### src/rtl/rational_arith_unit_assert.svh
// Assertion macros for the rational arithmetic unit.
// Used by rational_arith_unit.sv; expects clk and rst_n in scope.
`ifndef RATIONAL_ARITH_UNIT_ASSERT_SVH
`define RATIONAL_ARITH_UNIT_ASSERT_SVH

// same-cycle implication
`define RAU_ASSERT_IMP(lbl, ante, cons) \
    lbl: assert property (@(posedge clk) disable iff (!rst_n) (ante) |-> (cons)) \
        else $error("rational_arith_unit: assertion failed");

// next-cycle implication
`define RAU_ASSERT_NXT(lbl, ante, cons) \
    lbl: assert property (@(posedge clk) disable iff (!rst_n) (ante) |=> (cons)) \
        else $error("rational_arith_unit: assertion failed");

`endif

### src/rtl/rau_pkg.sv
// Shared types and constants for the rational arithmetic unit.
// No dependencies.
package rau_pkg;

    localparam int OPERAND_WIDTH = 32;
    localparam int QUEUE_DEPTH   = 2;

    typedef enum logic [1:0] {
        OP_ADD = 2'd0,
        OP_SUB = 2'd1,
        OP_MUL = 2'd2,
        OP_DIV = 2'd3
    } op_t;

    typedef struct packed {
        logic [1:0]         cmd;
        logic signed [31:0] a_num;
        logic signed [31:0] a_den;
        logic signed [31:0] b_num;
        logic signed [31:0] b_den;
    } req_t;

    typedef struct packed {
        logic signed [63:0] res_num;
        logic [62:0]        res_den;
        logic               status;
    } rsp_t;

    // classified item between front and back
    typedef struct packed {
        op_t                op;
        logic               err;
        logic signed [31:0] an;
        logic signed [31:0] ad;
        logic signed [31:0] bn;
        logic signed [31:0] bd;
    } cls_t;

endpackage

### src/rtl/rau_front.sv
// Front end: accepts request words, normalizes operands, flags errors,
// and buffers classified items in a short queue. Depends on rau_pkg.
module rau_front #(
    parameter int OPW = rau_pkg::OPERAND_WIDTH
) (
    input  logic          clk,
    input  logic          rst_n,
    input  logic          req_valid,
    output logic          req_stall,
    input  rau_pkg::req_t req_word,
    output logic          cls_valid,
    input  logic          cls_pop,
    output rau_pkg::cls_t cls_word
);
    import rau_pkg::*;

    localparam int PW = (QUEUE_DEPTH > 1) ? $clog2(QUEUE_DEPTH) : 1;
    localparam int CW = $clog2(QUEUE_DEPTH + 1);

    cls_t          q_reg [QUEUE_DEPTH];
    logic [PW-1:0] wr_ptr_reg, wr_ptr_next;
    logic [PW-1:0] rd_ptr_reg, rd_ptr_next;
    logic [CW-1:0] cnt_reg, cnt_next;
    cls_t          cls_in;
    logic          push, pop;

    // low OPW bits as two's complement, most negative value saturated
    function automatic logic signed [31:0] read_op(input logic [31:0] raw);
        logic [OPW-1:0]     v;
        logic signed [31:0] s;
        v = raw[OPW-1:0];
        s = 32'($signed(v));
        if (v == {1'b1, {(OPW-1){1'b0}}})
            s = s + 32'sd1;
        return s;
    endfunction

    always_comb
    begin
        cls_in.op  = op_t'(req_word.cmd);
        cls_in.an  = read_op(req_word.a_num);
        cls_in.ad  = read_op(req_word.a_den);
        cls_in.bn  = read_op(req_word.b_num);
        cls_in.bd  = read_op(req_word.b_den);
        cls_in.err = (cls_in.ad == '0) || (cls_in.bd == '0) ||
                     ((cls_in.op == OP_DIV) && (cls_in.bn == '0));
    end

    assign req_stall = (cnt_reg == CW'(QUEUE_DEPTH));
    assign push      = req_valid && !req_stall;
    assign cls_valid = (cnt_reg != '0);
    assign pop       = cls_pop && cls_valid;
    assign cls_word  = q_reg[rd_ptr_reg];

    always_comb
    begin
        wr_ptr_next = push ? PW'(wr_ptr_reg + 1'b1) : wr_ptr_reg;
        rd_ptr_next = pop  ? PW'(rd_ptr_reg + 1'b1) : rd_ptr_reg;
        cnt_next    = cnt_reg;
        if (push && !pop)
            cnt_next = CW'(cnt_reg + 1'b1);
        else if (pop && !push)
            cnt_next = CW'(cnt_reg - 1'b1);
    end

    always_ff @(posedge clk or negedge rst_n)
    begin
        if (!rst_n)
        begin
            wr_ptr_reg <= '0;
            rd_ptr_reg <= '0;
            cnt_reg    <= '0;
        end
        else
        begin
            wr_ptr_reg <= wr_ptr_next;
            rd_ptr_reg <= rd_ptr_next;
            cnt_reg    <= cnt_next;
        end
    end

    always_ff @(posedge clk)
    begin
        if (push)
            q_reg[wr_ptr_reg] <= cls_in;
    end

endmodule

### config.mk
export PLATFORM = sky130hd
export DESIGN_NAME = rau_front
export DESIGN_NICKNAME = d
export VERILOG_FILES = /design/src/rtl/rational_arith_unit_assert.svh /design/src/rtl/rau_pkg.sv /design/src/rtl/rau_front.sv
export SDC_FILE = /design/constraint.sdc
export NUM_CORES = 1
export LEC_CHECK = 0
export BUFFER_PORTS_ARGS = -buffer_cell sky130_fd_sc_hd__buf_4
export CAP_MARGIN = 20
export CELL_PAD_IN_SITES_DETAIL_PLACEMENT = 0
export CELL_PAD_IN_SITES_GLOBAL_PLACEMENT = 1
export CORE_ASPECT_RATIO = 1.1
export CORE_MARGIN = 2
export CORE_UTILIZATION = 40
export DETAILED_ROUTE_END_ITERATION = 16
export HOLD_SLACK_MARGIN = 0.08
export PLACE_DENSITY_LB_ADDON = 0.1
export SLEW_MARGIN = 20
export SYNTH_ARGS = -nofsm -noshare
export SYNTH_HDL_FRONTEND = slang
export SYNTH_SLANG_ARGS = --single-unit
### constraint.sdc
create_clock -name clk -period 6.2 [get_ports clk]
set_clock_uncertainty 0.2 [all_clocks]
set_input_delay 0.62 -clock clk [delete_from_list [all_inputs] [get_ports clk]]
set_output_delay 0.62 -clock clk [all_outputs]
set_load 0.02 [all_outputs]
==> run metrics <==
result of the run=finished, final reports clean; sequential area share after synthesis=74.86%; Yosys top cell area share=73.92%; Seq pwr share=41.2%; Least-Margin Pin Slew=1042 ps; vias in the first global route=6559; Initial Util=40.72%; PwrDens=437.5 nW/um^2; final setup margin=2346 ps; dpl ws=2808 ps; Final setup violation count=0; CP Max Fanout=68; busiest layer in global routing=met2; Area Overhead vs Synth=37.60%; Routed WL=23.11 mm; Die X=159.5 um; critical path launch point type=register; I/O pin cnt=267; setup TNS=0 ps; CTS root buf=clkbuf_16; net switching power=2.028 mW; gr usage total=16.02%; MaxCap Viol Count=0; I/O Buffers=266; Gate power share=34.7%; most frequent cells in the layout=buf_4 (270), edfxtp_1 (262), mux2_2 (134), dlygate4sd3_1 (117), clkbuf_16 (29); WL/cell=17.97 um; met2 Usage GRT=28.14%; clk sinks=266; largest cells by area after synthesis=edfxtp_1 (74%), mux2_2 (14%), clkbuf_1 (4.1%), nor4_1 (1.4%), ha_1 (1.1%); largest net degree at the start of global routing=71; DRT iter0 DRCs=214; reg2reg setup slack=3230 ps; DIE AREA=27930 sq um; crit path time final=3854 ps; top cell type by total area after synthesis=edfxtp_1; Vias/cell=4.710; Netlist cell types=29; nets@finish=1055; Int Power=4.380 mW; syn avg cell area=17.03 sq um; max-slew violation count=0; arrival time at the worst endpoint=3030 ps; Worst-path clk slew=60 ps; share of cells above drive strength 1=48.66%; final-layout fill cell count=2137; row count=62; Remaining Overflow, GRT=0; CP Class=register to output port; FF+latch count, synth=266; most common cell after layout, fill and taps aside=buf_4; Routed Antenna Nets=0; Multi-input gate area=2140 sq um; die height=175.1 um; final core occ=56.03%; switching part of the total=31.65%; WHS=112.0 ps; CTS tree=built; DR vias=6057; r2r worst-path depth=3; worst vdd ir=0.2898 mV; Reg area=7971 sq um; Synth Cell Area=10640 sq um; Static Leak=5.468 nW; TritonRoute pass-1 iters=4; HPWL Detailed=14.70 mm; clock tree buffer depth=3; origin of the critical flop-to-flop path=cnt_reg[0]$_DFFE_PN0P_; clock network power share=24.1%; nature of the critical path endpoint=output port; first-pass GRT wire length=35.38 mm; Power, Total=6.408 mW; worst setup path start=rd_ptr_reg$_DFFE_PN0P_; final period utilization=62.16%; Placer Congestion=0.7742; Core ar.=26140 sq um; initial antenna violation count=1; M3 GR Usage=3.798%; worst reg2reg endpoint=q_reg[1][115]$_DFFE_PP_; final count of hold timing violations=0; Largest register FFs=262; cts bufs inserted=29; H-tree depth=1; Cells after Synth=625; met1 usage in global routing=19.59%; CP required=5380 ps; Ys Warns=0; drt drc=0; RSZ-0062 raised after global routing=false; Tightest Hold Check Type=input pin to register; Critical Path End=cls_word[52]; headroom to the max-slew limit=30.55%; Synth Net Count=768; worst-skew pair later-pin latency=520 ps; fmax=0.2595 GHz
[per-layer routing]
layer / up-vias / part of all wire [%]
li1: 2840 / -
met1: 2968 / 40
met2: 206 / 50
met3: 43 / 6.7
met4: 0 / 2.5
met5: - / 0
[worst min path at each step]
stage | startpoint | cells after the start | slack [ps] | end
floorplan | rst_n | 0 | 120 | cnt_reg[0]$_DFFE_PN0P_
global placement | rst_n | 1 | 220 | wr_ptr_reg$_DFFE_PN0P_
detailed placement | rst_n | 1 | 220 | cnt_reg[1]$_DFFE_PN0P_
CTS | req_word[63] | 1 | 90 | q_reg[0][63]$_DFFE_PP_
global route | req_word[62] | 1 | 80 | q_reg[1][62]$_DFFE_PP_
finish | req_word[63] | 1 | 110 | q_reg[0][63]$_DFFE_PP_
[kinds of logic after synthesis]
kind of cell    share of synthesized area (%)
compound gates                         0.3762
xor+xnor                               0.7406
fa+ha+maj                               1.058
buf+inv                                 5.160
flops                                   74.86
mux                                     14.32
simple gates                            3.491
[worst max-delay path, cell delays in order (launching register included)]
cell	delay (ps)
dfrtp_4	1000
buf_4	820
mux2_2	430
buf_4	160
[what timing repair did]
item / 4_1_cts / 5_1_grt
endpoints found under the setup margin: 0 / 0
hold endpoints to repair: 235 / 0
hold buffers: 117 / 0
resized for setup: 0 / 0
setup buffers: 0 / 0
[stage by stage]
stage | std cells | instance area (sq um)
finish | 1286 | 14650
global route | 1286 | 14650
CTS | 1285 | 14640
detailed placement | 1116 | 12620
global placement | 1116 | 12620
floorplan | 625 | 10650
[Yosys cell counts]
library cell,number
edfxtp_1,262
inv_1,10
ha_1,9
nor2_1,6
mux2_4,1
nor4_2,1
nand3_1,2
nand2_1,5
nor3_2,2
a211o_1,1
nand4_1,7
or2_2,1
and3_1,1
dfrtp_1,4
nor4b_1,2
dlygate4sd3_1,1
a21o_2,1
buf_1,4
nor4_1,24
xnor2_1,7
nor4_4,1
nand2b_1,1
nor3_1,6
a21o_1,3
or3_1,1
xor2_1,2
clkbuf_1,115
mux2_2,134
buf_2,11
[power by group through the flow]
stage / combinational [mW] / sequential, mW / clock, mW
after floorplan: 1.40 / 2.60 / 0
after global placement: 2.18 / 2.67 / 0
after detailed placement: 2.20 / 2.68 / 0
after CTS: 2.27 / 2.65 / 1.60
after global routing: 2.36 / 2.68 / 1.67
final: 2.23 / 2.64 / 1.54
[area by class of cell]
| class | count | area share (%) |
|---|---|---|
| antenna | 1 | 0.01709 |
| clock buffer | 34 | 5.083 |
| clock inverter | 18 | 0.7688 |
| inverter | 10 | 0.2563 |
| multi-input combinational | 218 | 14.61 |
| sequential | 266 | 54.43 |
| tap | 352 | 3.007 |
| timing repair buffer | 387 | 21.84 |
Note: power is estimated with default switching activity, not from simulation.
